[config.mk]
export PLATFORM = sky130hd
export DESIGN_NAME = kmc_fifo
export DESIGN_NICKNAME = d
export VERILOG_FILES = /design/src/kmc_pkg.sv /design/src/kmc_fifo.sv
export SDC_FILE = /design/constraint.sdc
export NUM_CORES = 1
export LEC_CHECK = 0
export BUFFER_PORTS_ARGS = -buffer_cell sky130_fd_sc_hd__clkbuf_2
export CAP_MARGIN = 20
export CORE_MARGIN = 4
export CORE_UTILIZATION = 47
export DETAILED_ROUTE_END_ITERATION = 7
export PLACE_DENSITY = 0.75
export SYNTH_ARGS = -nofsm -noshare
export SYNTH_HDL_FRONTEND = slang
export SYNTH_SLANG_ARGS = --single-unit
export TNS_END_PERCENT = 1
[constraint.sdc]
create_clock -name i_clk -period 9 [get_ports i_clk]
set_input_delay 0.45 -clock i_clk [delete_from_list [all_inputs] [get_ports i_clk]]
set_output_delay 0.45 -clock i_clk [all_outputs]
set_load 0.01 [all_outputs]
[src/kmc_pkg.sv]
// Types and constants for the k-mer match counter.
package kmc_pkg;

    localparam int KEY_W_MAX = 62;

    localparam logic [2:0] ACT_LOAD  = 3'd0;
    localparam logic [2:0] ACT_BEGIN = 3'd1;
    localparam logic [2:0] ACT_SCAN  = 3'd2;
    localparam logic [2:0] ACT_READ  = 3'd3;
    localparam logic [2:0] ACT_CLEAR = 3'd4;

    localparam logic [1:0] ST_OK    = 2'd0;
    localparam logic [1:0] ST_DUP   = 2'd1;
    localparam logic [1:0] ST_FULL  = 2'd2;
    localparam logic [1:0] ST_RANGE = 2'd3;

    // Multiplicative hash constant, split in 32-bit halves.
    localparam logic [31:0] HASH_LO = 32'h7F4A7C15;
    localparam logic [31:0] HASH_HI = 32'h9E3779B9;

    typedef struct packed {
        logic [2:0] action;
        logic [1:0] base;
        logic [7:0] kmer_index;
    } t_req;

    typedef struct packed {
        logic [1:0]  status;
        logic        kmer_done;
        logic        hit;
        logic [7:0]  hit_kmer;
        logic        hit_reverse;
        logic [31:0] hit_position;
        logic [31:0] count_value;
        logic [39:0] windows_seen;
        logic [8:0]  kmers_loaded;
    } t_rsp;

    typedef enum logic [2:0] {
        OP_NOP       = 3'd0,
        OP_LOAD_DONE = 3'd1,
        OP_SCAN      = 3'd2,
        OP_READ      = 3'd3,
        OP_CLEAR     = 3'd4
    } t_op;

    typedef struct packed {
        t_op                   op;
        logic [KEY_W_MAX-1:0]  fwd;
        logic [KEY_W_MAX-1:0]  rev;
        logic [31:0]           pos;
        logic [7:0]            idx;
    } t_cmd;

endpackage

[src/kmc_fifo.sv]
// Two-entry command queue between front and back.
module kmc_fifo (
    input  logic          i_clk,
    input  logic          i_rst_n,
    input  logic          i_push,
    input  kmc_pkg::t_cmd i_data,
    output logic          o_full,
    input  logic          i_pop,
    output logic          o_valid,
    output kmc_pkg::t_cmd o_data
);
    import kmc_pkg::*;

    t_cmd       r_ent [2];
    logic       r_wp, r_rp;
    logic [1:0] r_cnt;

    always_ff @(posedge i_clk) begin
        if (!i_rst_n) begin
            r_wp  <= 1'b0;
            r_rp  <= 1'b0;
            r_cnt <= 2'd0;
        end else begin
            if (i_push) r_wp <= ~r_wp;
            if (i_pop)  r_rp <= ~r_rp;
            r_cnt <= r_cnt + 2'(i_push) - 2'(i_pop);
        end
        if (i_push) begin
            r_ent[r_wp] <= i_data;
        end
    end

    assign o_full  = r_cnt[1];
    assign o_valid = (r_cnt != 2'd0);
    assign o_data  = r_ent[r_rp];
endmodule

==> run summary <==
The max capacitance violation total came out at 0. The length of the first detailed-routing pass in iterations is 4. The final wirelength came out at 25.0 mm.

For the worst setup path, the data required time is 8550 ps. The combined area of all synthesized cells came out at 12800 um^2. The number of sinks on the clock net is 339. The peak supply drop is 0.165 mV. In this run, CTS created clock tree buffers numbering 36.

Of the post-synthesis cell area, the dominant cell type holds 0.783. After clock tree synthesis, the clock-pin slew on the worst setup and hold paths is 60 ps. The net count after synthesis came out at 713. The final weighted congestion in routability-driven placement came out at 0.759.

For this run, the leading register cell type out of synthesis is sky130_fd_sc_hd__edfxtp_1. The final antenna-violating net count is 0. TritonCTS built the clock tree. The final period demand of the worst path came out at 3340 ps. The run finished with clean final reports. The cell taking the most area after synthesis is sky130_fd_sc_hd__edfxtp_1.

The maximum number of pins on one net before global-route repair came out at 168. The instance count of the mapped netlist is 540. The max-slew violation count is 0.

The maximum fanout count along the critical path came out at 114. In the routed design, unresolved DRC markers number 0. The overall power after layout came out at 3580 uW. Input and output buffers added on the ports amount to 339. The class of the most critical setup path is reg2out. The count of instances resized after the clock tree is built is 0. The later pin in the worst-skew pair is clocked with a latency of 500 ps.

The leakage dissipation came out at 0.00631 uW. The number of rows in the core area is 60. The share of synthesized flip-flops with an asynchronous set or reset came out at 0. The global-route total usage across every layer came out at 0.163. Setup violations remaining at the end of the flow were counted as 0. The area enclosed by the die boundary came out at 30000 um^2. Global routing finished with a remaining overflow of 0. The vertical die dimension came out at 173 um. Setup repair after global routing left no endpoint under its margin. The sequential element share of the synthesized area came out at 0.790. After synthesis, the cell types taking the most area are sky130_fd_sc_hd__edfxtp_1, sky130_fd_sc_hd__mux2_4, sky130_fd_sc_hd__mux2_2. The max-slew headroom at the worst pin came out at 0.321.

The maximum achievable frequency came out at 0.300 GHz. The wire length of the first global-routing pass is 38.3 mm. The number of hold-slack violations in the final timing report is 0.

The count of warnings emitted by yosys is 0. The number of enable-type register cells in the synthesized netlist came out at 334. The final route contains 6254 vias. For this run, the post-layout net count is 1075. The post-CTS setup buffer count came out at 0. The slew of the pin with the lowest slew margin is 1020 ps. In the synthesized netlist, the cells that appear most often are sky130_fd_sc_hd__edfxtp_1, sky130_fd_sc_hd__mux2_4, sky130_fd_sc_hd__mux2_2.

In this run the worst hold path is classified as in2reg. The setup clock skew after layout is 11.0 ps. STA classifies the critical path endpoint as an output port. The synthesized area divided by synthesized cell count came out at 23.7 um^2. STA classifies the critical path startpoint as a register.

The synthesis-to-layout area growth came out at 23.8%. The deepest clock path buffer count came out at 3. The quantity of hold-fixing buffers added after cts came out at 0. The power per cell area is 226 nW/um^2. The level count of the clock H-tree came out at 2. The critical path data arrival time is 2890 ps. The boundary pin count came out at 340. The total of flip-flops plus latches after synthesis came out at 339. The region available for standard cell placement spans 26900 um^2. The total negative slack came out at 0 ps. The width of the die is 173 um. The number of violations reported at the end of detailed-routing iteration 0 is 392.

The CTS root buffer is sky130_fd_sc_hd__clkbuf_16. The routed wirelength normalized by instance count came out at 19.8 um. The via count of the first global-routing pass is 6749. The initial antenna violation count is 2. The filler cell count came out at 2017. The dominant cell by count in the synthesized netlist is sky130_fd_sc_hd__edfxtp_1. The fraction of layout instances using a drive strength above 1 came out at 0.603.

The effective utilization at floorplan is 0.477. Once detailed placement completed, the half-perimeter wirelength came to 16.5 mm. The final critical-path share of the clock period is 0.371. Dividing the detail-routed via count by the number of cells gives 4.94. In this run, distinct cell masters in the synthesized netlist total 14.
-- kinds of logic after synthesis --
group           synth area share
compound gates          0.000586
xor+xnor                 0.00244
fa+ha+maj                0.00195
buf+inv                   0.0158
flops                      0.790
mux                        0.185
simple gates             0.00391
-- state kept, by name, summed over array words and instances, names as in the netlist, named ones only --
| register | count |
|---|---|
| r_cnt | 2 |
| r_ent | 334 |
| r_rp | 1 |
| r_wp | 1 |
-- through the flow --
step                      area, um^2  setup slack (ps)  cells  hold WS (ps)  utilization
after floorplan                12800               589    540           549            -
after global placement         14800              6210   1205           570        0.551
after detailed placement       14800              6180   1205           559        0.551
after CTS                      15900              5630   1265           112        0.590
after global routing           15900              5530   1266           114        0.590
final                          15900              5660   1266           139        0.590
-- placed cells by master (no fill, tap or decap), types with 2 or more instances in the layout --
cell type,synthesis,routed
sky130_fd_sc_hd__inv_1,2,2
sky130_fd_sc_hd__dfxtp_1,5,4
sky130_fd_sc_hd__mux2_4,130,130
sky130_fd_sc_hd__ha_1,2,2
sky130_fd_sc_hd__clkbuf_2,0,339
sky130_fd_sc_hd__nor2b_1,3,2
sky130_fd_sc_hd__clkbuf_16,0,37
sky130_fd_sc_hd__buf_12,0,2
sky130_fd_sc_hd__edfxtp_1,334,334
sky130_fd_sc_hd__clkbuf_1,0,12
sky130_fd_sc_hd__and2_1,4,3
sky130_fd_sc_hd__clkinv_2,0,2
sky130_fd_sc_hd__clkinv_4,0,2
sky130_fd_sc_hd__buf_4,0,2
sky130_fd_sc_hd__mux2_2,37,37
sky130_fd_sc_hd__clkinv_1,0,5
-- path summary, 6_finish.rpt --
| path | cells past startpoint | from | end | slack, ps |
|---|---|---|---|---|
| setup / recovery | 3 | register | o_data[102] | 5660 |
| hold / removal | 1 | i_data[111] | r_ent[0][111]$_DFFE_PP_ | 140 |
| setup reg to reg | 2 | r_wp$_SDFFE_PN0P_ | r_ent[1][31]$_DFFE_PP_ | 6650 |
| hold reg to reg | 2 | r_rp$_SDFFE_PN0P_ | register | 570 |
-- area by class of cell --
class	count	area [um^2]	area share
well taps	341	427	0.0269
diodes	1	2.50	0.000158
multi-input cells	180	2490	0.157
inverters	2	7.51	0.000473
clock inverters	11	83.8	0.00528
repair buffers	343	1750	0.110
flip-flops and latches	339	10100	0.639
clock buffers	49	971	0.0612
-- power breakdown --
group	internal (uW)	total, uW	switching [uW]
registers	1830	1860	33.5
logic	204	391	187
clock network	781	1330	549
-- routing by layer --
metal | up-vias | routed length [um] | track usage
met4 | 2 | 817 | 0.0552
met1 | 3054 | 9650 | 0.196
met3 | 56 | 2260 | 0.0619
li1 | 2879 | - | -
met5 | - | 7 | 0
met2 | 263 | 12300 | 0.273
-- worst max-delay path, cell delays in order, from the launching register on --
cell,delay (ps)
sky130_fd_sc_hd__dfxtp_4,970
sky130_fd_sc_hd__buf_12,530
sky130_fd_sc_hd__mux2_4,370
sky130_fd_sc_hd__clkbuf_2,140
Note: power is estimated with default switching activity, not from simulation.
