`config.mk`:
```
export PLATFORM = sky130hd
export DESIGN_NAME = kmc_front
export DESIGN_NICKNAME = d
export VERILOG_FILES = /design/src/kmc_pkg.sv /design/src/kmc_front.sv
export SDC_FILE = /design/constraint.sdc
export NUM_CORES = 1
export LEC_CHECK = 0
export BUFFER_PORTS_ARGS = -buffer_cell sky130_fd_sc_hd__buf_2
export CORE_MARGIN = 4
export CORE_UTILIZATION = 30
export DETAILED_ROUTE_END_ITERATION = 10
export HOLD_SLACK_MARGIN = 0.08
export MAX_ROUTING_LAYER = met4
export PLACE_DENSITY = 0.54
export SLEW_MARGIN = 40
export SYNTH_ARGS = -nofsm -noshare
export SYNTH_HDL_FRONTEND = slang
export SYNTH_SLANG_ARGS = --single-unit
```
`constraint.sdc`:
```
create_clock -name i_clk -period 3.6 [get_ports i_clk]
set_input_delay 0.72 -clock i_clk [delete_from_list [all_inputs] [get_ports i_clk]]
set_output_delay 0.72 -clock i_clk [all_outputs]
set_load 0.02 [all_outputs]
```
`src/kmc_pkg.sv`:
```
// Types and constants for the k-mer match counter.
package kmc_pkg;

    localparam int KEY_W_MAX = 62;

    localparam logic [2:0] ACT_LOAD  = 3'd0;
    localparam logic [2:0] ACT_BEGIN = 3'd1;
    localparam logic [2:0] ACT_SCAN  = 3'd2;
    localparam logic [2:0] ACT_READ  = 3'd3;
    localparam logic [2:0] ACT_CLEAR = 3'd4;

    localparam logic [1:0] ST_OK    = 2'd0;
    localparam logic [1:0] ST_DUP   = 2'd1;
    localparam logic [1:0] ST_FULL  = 2'd2;
    localparam logic [1:0] ST_RANGE = 2'd3;

    // Multiplicative hash constant, split in 32-bit halves.
    localparam logic [31:0] HASH_LO = 32'h7F4A7C15;
    localparam logic [31:0] HASH_HI = 32'h9E3779B9;

    typedef struct packed {
        logic [2:0] action;
        logic [1:0] base;
        logic [7:0] kmer_index;
    } t_req;

    typedef struct packed {
        logic [1:0]  status;
        logic        kmer_done;
        logic        hit;
        logic [7:0]  hit_kmer;
        logic        hit_reverse;
        logic [31:0] hit_position;
        logic [31:0] count_value;
        logic [39:0] windows_seen;
        logic [8:0]  kmers_loaded;
    } t_rsp;

    typedef enum logic [2:0] {
        OP_NOP       = 3'd0,
        OP_LOAD_DONE = 3'd1,
        OP_SCAN      = 3'd2,
        OP_READ      = 3'd3,
        OP_CLEAR     = 3'd4
    } t_op;

    typedef struct packed {
        t_op                   op;
        logic [KEY_W_MAX-1:0]  fwd;
        logic [KEY_W_MAX-1:0]  rev;
        logic [31:0]           pos;
        logic [7:0]            idx;
    } t_cmd;

endpackage

```
`src/kmc_front.sv`:
```
// Front end: packs load keys, rolls the scan window, classifies each request.
module kmc_front #(
    parameter int KMER_LEN = 31
) (
    input  logic          i_clk,
    input  logic          i_rst_n,
    input  logic          i_req_valid,
    output logic          o_req_stall,
    input  kmc_pkg::t_req i_req,
    input  logic          i_q_full,
    input  logic          i_hold,
    output logic          o_push,
    output kmc_pkg::t_cmd o_cmd
);
    import kmc_pkg::*;

    localparam int KW = 2 * KMER_LEN;
    localparam int LW = $clog2(KMER_LEN + 1);

    logic [KW-1:0] r_lf, r_lr, n_lf, n_lr, r_win, n_win;
    logic [LW-1:0] r_len, n_len;
    logic [31:0]   r_pos, n_pos;
    logic          acc;
    t_cmd          cmd;

    assign o_req_stall = i_q_full | i_hold;
    assign acc         = i_req_valid & ~o_req_stall;

    always_comb begin
        n_lf  = r_lf;
        n_lr  = r_lr;
        n_len = r_len;
        n_win = r_win;
        n_pos = r_pos;
        cmd   = '0;
        cmd.op  = OP_NOP;
        cmd.idx = i_req.kmer_index;
        unique case (i_req.action)
            ACT_LOAD: begin
                n_lf  = {r_lf[KW-3:0], i_req.base};
                n_lr  = {2'(2'd3 - i_req.base), r_lr[KW-1:2]};
                n_len = r_len + LW'(1);
                if (32'(n_len) >= KMER_LEN) begin
                    cmd.op  = OP_LOAD_DONE;
                    cmd.fwd = KEY_W_MAX'(n_lf);
                    cmd.rev = KEY_W_MAX'(n_lr);
                    n_lf  = '0;
                    n_lr  = '0;
                    n_len = '0;
                end
            end
            ACT_BEGIN: begin
                n_win = '0;
                n_pos = '0;
            end
            ACT_SCAN: begin
                n_win = {r_win[KW-3:0], i_req.base};
                if (r_pos != 32'hFFFF_FFFF) n_pos = r_pos + 32'd1;
                if (n_pos >= 32'(KMER_LEN)) begin
                    cmd.op  = OP_SCAN;
                    cmd.fwd = KEY_W_MAX'(n_win);
                    cmd.pos = n_pos;
                end
            end
            ACT_READ:  cmd.op = OP_READ;
            ACT_CLEAR: cmd.op = OP_CLEAR;
            default:   cmd.op = OP_NOP;
        endcase
    end

    always_ff @(posedge i_clk) begin
        if (!i_rst_n) begin
            r_lf  <= '0;
            r_lr  <= '0;
            r_len <= '0;
            r_win <= '0;
            r_pos <= '0;
        end else if (acc) begin
            r_lf  <= n_lf;
            r_lr  <= n_lr;
            r_len <= n_len;
            r_win <= n_win;
            r_pos <= n_pos;
        end
    end

    assign o_push = acc;
    assign o_cmd  = cmd;
endmodule

```
==> results.json <==
{
  "finalSetupViolCount": 68,
  "clk_transition_reported_paths_ns": 0.06,
  "postSynthRegisterBits": 217,
  "worst_path_largest_cell_delay_ns": 0.53,
  "yosys.area.top_type_share_pct": 37.56,
  "cts_hold_buf": 0,
  "crit_buf_inv": 5,
  "postSynthCellCount": 1516,
  "final-instance-count-excl-fill": 2255,
  "ios": 187,
  "final_min_period_over_clock_period_pct": 119.9,
  "cts_made_buffers": 26,
  "path_common_cell": "buf_12",
  "effective_utilization_at_floorplan_pct": 30.56,
  "synth_edf_count": 0,
  "p_comb_share_pct": 2.7,
  "rsz_0062_raised_after_global_routing": "yes",
  "layout.cells.most_common": "nand2_1",
  "routed_wire_length_per_instance_um": 17.42,
  "dpl.cell_count": 2190,
  "clock-skew-final_ns": 0.01102,
  "timing.fmax_mhz": 231.6,
  "clkLatencyLatePin_ns": 0.53,
  "cap_violations": 0,
  "run_status": "complete, but fails checks",
  "internal-power_w": 0.003986,
  "pwr_density_cell_nw_per_um2": 341.6,
  "synth-main-ff-cell": "dfxtp_1",
  "grt_max_degree": 121,
  "layout-drive-gt1-share_pct": 25.86,
  "antenna_found_initial": 0,
  "dieHeight_um": 204.4,
  "yosys.area.top_type": "dfxtp_1",
  "num-nets-final": 1745,
  "crit_path_cell_trace": "nand4_4 > buf_4 > and4bb_4 > nand3_2 > nand3_2 > mux2_2 > or4_4 > nor3_4 > buf_12 > buf_12 > buf_12 > nor3_1 > buf_2",
  "static_leak_nw": 5.612,
  "dp.final_hpwl_um": 26140,
  "crit_path_start": "r_pos[5]$_SDFFE_PN0P_",
  "drt_pass1_iterations": 5,
  "grt_overflow": 0,
  "antennaDiodeCount": 0,
  "overall_routed_net_length_um": 39270,
  "netlist-cell-type-count": 57,
  "routabilityCongestion": 0.9026,
  "worst_case_setup_margin_in_the_final_layout_ns": -0.7181,
  "drt_iter0_drc": 910,
  "numClockSinks": 217,
  "failed_checks": "setup timing",
  "final_util_pct": 39.78,
  "wire_length_of_the_first_global_routing_pass_um": 61240,
  "cts_max_path_buffers": 3,
  "layout_min_cycle_time_ns": 4.318,
  "floorplan.die_area_um2": 41760,
  "worst_slew_pin_tran_ns": 0.7789,
  "core_area_um2": 37840,
  "timing.critical_path.max_delay_family": "simple AND/OR/NAND/NOR gates",
  "placed_area_um2": 13700,
  "via_count": 11550,
  "rel_slew_slack_pct": 48.07,
  "startpoint_type": "register",
  "synth_area_per_cell_um2": 7.629,
  "r2r.worst_path.cells": 11,
  "worst_path_max_delay_cell": "or4_4",
  "switchingPower_w": 0.001156,
  "drt.antenna.violating_nets": 0,
  "htree_num_levels": 1,
  "cts_tree": "yes",
  "grt_pass1_vias": 10950,
  "global_route.usage.total_pct": 18.28,
  "slew_viol_final": 0,
  "seq_area_frac_synth_pct": 37.56,
  "drt-vias-per-instance": 5.121,
  "syn2layout_area_growth_pct": 30.15,
  "critical_path_peak_fanout": 8,
  "seq_power_share_pct": 46.7,
  "critPathRequiredTime_ns": 2.88,
  "final_area_um2": 15050,
  "worst-path-stages": 13,
  "timing.hold.worst.class": "reg2reg",
  "worst_setup_end_kind": "output port",
  "max-vdd-ir-drop_mv": 0.2913,
  "post_synth_arst_share_pct": 0,
  "postSynthNetCount": 1537,
  "clockRootBuffer": "clkbuf_16",
  "worstSetupEndpoint": "o_cmd[9]",
  "reg2reg_setup_slack_ns": 1.24,
  "power.clock.fraction_pct": 50.6,
  "critPathKind": "reg2out",
  "cp.arrival_ns": 3.60,
  "finalSetupTns_ns": -45.38,
  "drc": 0,
  "p_sw_share_pct": 22.47,
  "worst_r2r_endpoint": "r_pos[27]$_SDFFE_PN0P_",
  "mappedNetlistArea_um2": 11570,
  "synth_warnings": 0,
  "timing.final.hold_violations": 0,
  "crit-reg2reg-launch": "r_pos[5]$_SDFFE_PN0P_",
  "chipWidth_um": 204.4,
  "port-buffer-count": 170,
  "most-common-layout-cells": "nand2_1, dfxtp_1, buf_4",
  "yosys-top-cells-area": "dfxtp_1, a21boi_0, nand2_1",
  "floorplan.rows": 71
}
==> metal layers <==
layer | wire (um) | track usage (%) | up-vias
met4 | 1055 | 5.049 | 0
met3 | 1951 | 2.460 | 74
li1 | - | - | 5638
met1 | 19240 | 25.65 | 5504
met5 | 0 | - | -
met2 | 17030 | 27.74 | 331
==> Yosys cell counts, drive strengths merged, types with 2 or more instances <==
cell,number
ha,3
a31o,2
dfxtp,217
o211ai,2
or2,5
a311oi,2
a21o,7
a22oi,66
a31oi,4
nor3,30
o31ai,63
and4,8
a21boi,130
nor2,68
a2111o,2
o211a,3
xor2,14
o311a,5
inv,70
o21a,3
nor4,13
or4,4
and2,71
nand2,224
nand3,145
a21oi,36
clkbuf,119
nor2b,78
and3,9
o21ai,28
nand4,18
or3,7
a32oi,2
buf,34
xnor2,9
==> kinds of logic (layout without fill, tap and decap cells) <==
logic type	count (synthesis)	count (layout)	synth area share (%)
adders and majority gates	3	3	0.3246
AOI/OAI and AO/OA	362	362	22.47
and+or+nand+nor	686	686	29.64
buffers and inverters	223	451	8.081
DFF	217	217	37.56
muxes	2	2	0.1839
xor gates and xnor gates	23	23	1.742
==> state kept, by name, indices dropped and copies added (netlist names) <==
name and count:
r_win 60, r_pos 32, r_lf 60, r_len 5, r_lr 60
==> worst min-delay path by stage <==
stage                          start                    end  cells after the start
2_1_floorplan   r_lr[2]$_SDFFE_PN0P_   r_lr[2]$_SDFFE_PN0P_                      2
3_3_place_gp    r_lr[3]$_SDFFE_PN0P_   r_lr[3]$_SDFFE_PN0P_                      2
3_5_place_dp   r_lf[58]$_SDFFE_PN0P_  r_lf[58]$_SDFFE_PN0P_                      2
4_1_cts        r_lf[58]$_SDFFE_PN0P_  r_lf[58]$_SDFFE_PN0P_                      2
5_1_grt        r_lf[58]$_SDFFE_PN0P_  r_lf[58]$_SDFFE_PN0P_                      2
6_report       r_lf[58]$_SDFFE_PN0P_  r_lf[58]$_SDFFE_PN0P_                      2
==> power by group through the flow <==
stage / clock network [W] / logic [W] / registers [W]
2_1_floorplan: 0 / 0.000104 / 0.00246
3_3_place_gp: 0 / 0.000140 / 0.00246
3_5_place_dp: 0 / 0.000141 / 0.00246
4_1_cts: 0.00268 / 0.000142 / 0.00240
5_1_grt: 0.00277 / 0.000152 / 0.00240
6_report: 0.00260 / 0.000141 / 0.00240
==> per-stage QoR <==
step / total power, W / hold WS, ns / worst slack [ns]
after floorplan: 0.002560 / 0.4363 / -0.08666
after global placement: 0.002596 / 0.4507 / -0.3823
after detailed placement: 0.002597 / 0.4567 / -0.4257
after CTS: 0.005220 / 0.4624 / -0.7189
after global routing: 0.005326 / 0.4899 / -0.8579
final: 0.005142 / 0.4612 / -0.7181
==> worst min-delay path, cell delays in order, from the launching register on <==
cell	delay [ns]
dfxtp_1	0.30
nand2_1	0.05
a21boi_0	0.06
==> what timing repair did <==
action | CTS | global route
endpoints found under the setup margin | 73 | 127
resized for setup | 62 | 29
cloned | 1 | 2
pin swaps | 10 | 5
hold endpoints to repair | 0 | 0
setup buffers | 12 | 3
==> final cells by class <==
type	instances	area [um2]
Inverter	70	265.3
Clock buffer	42	812.0
Clock inverter	6	38.79
Multi-Input combinational cell	1076	6579
Timing Repair Buffer	333	2347
Sequential cell	217	4372
Tap cell	511	639.4
Fill cell	3963	22790
No activity file was read; power rests on OpenSTA's default activity.
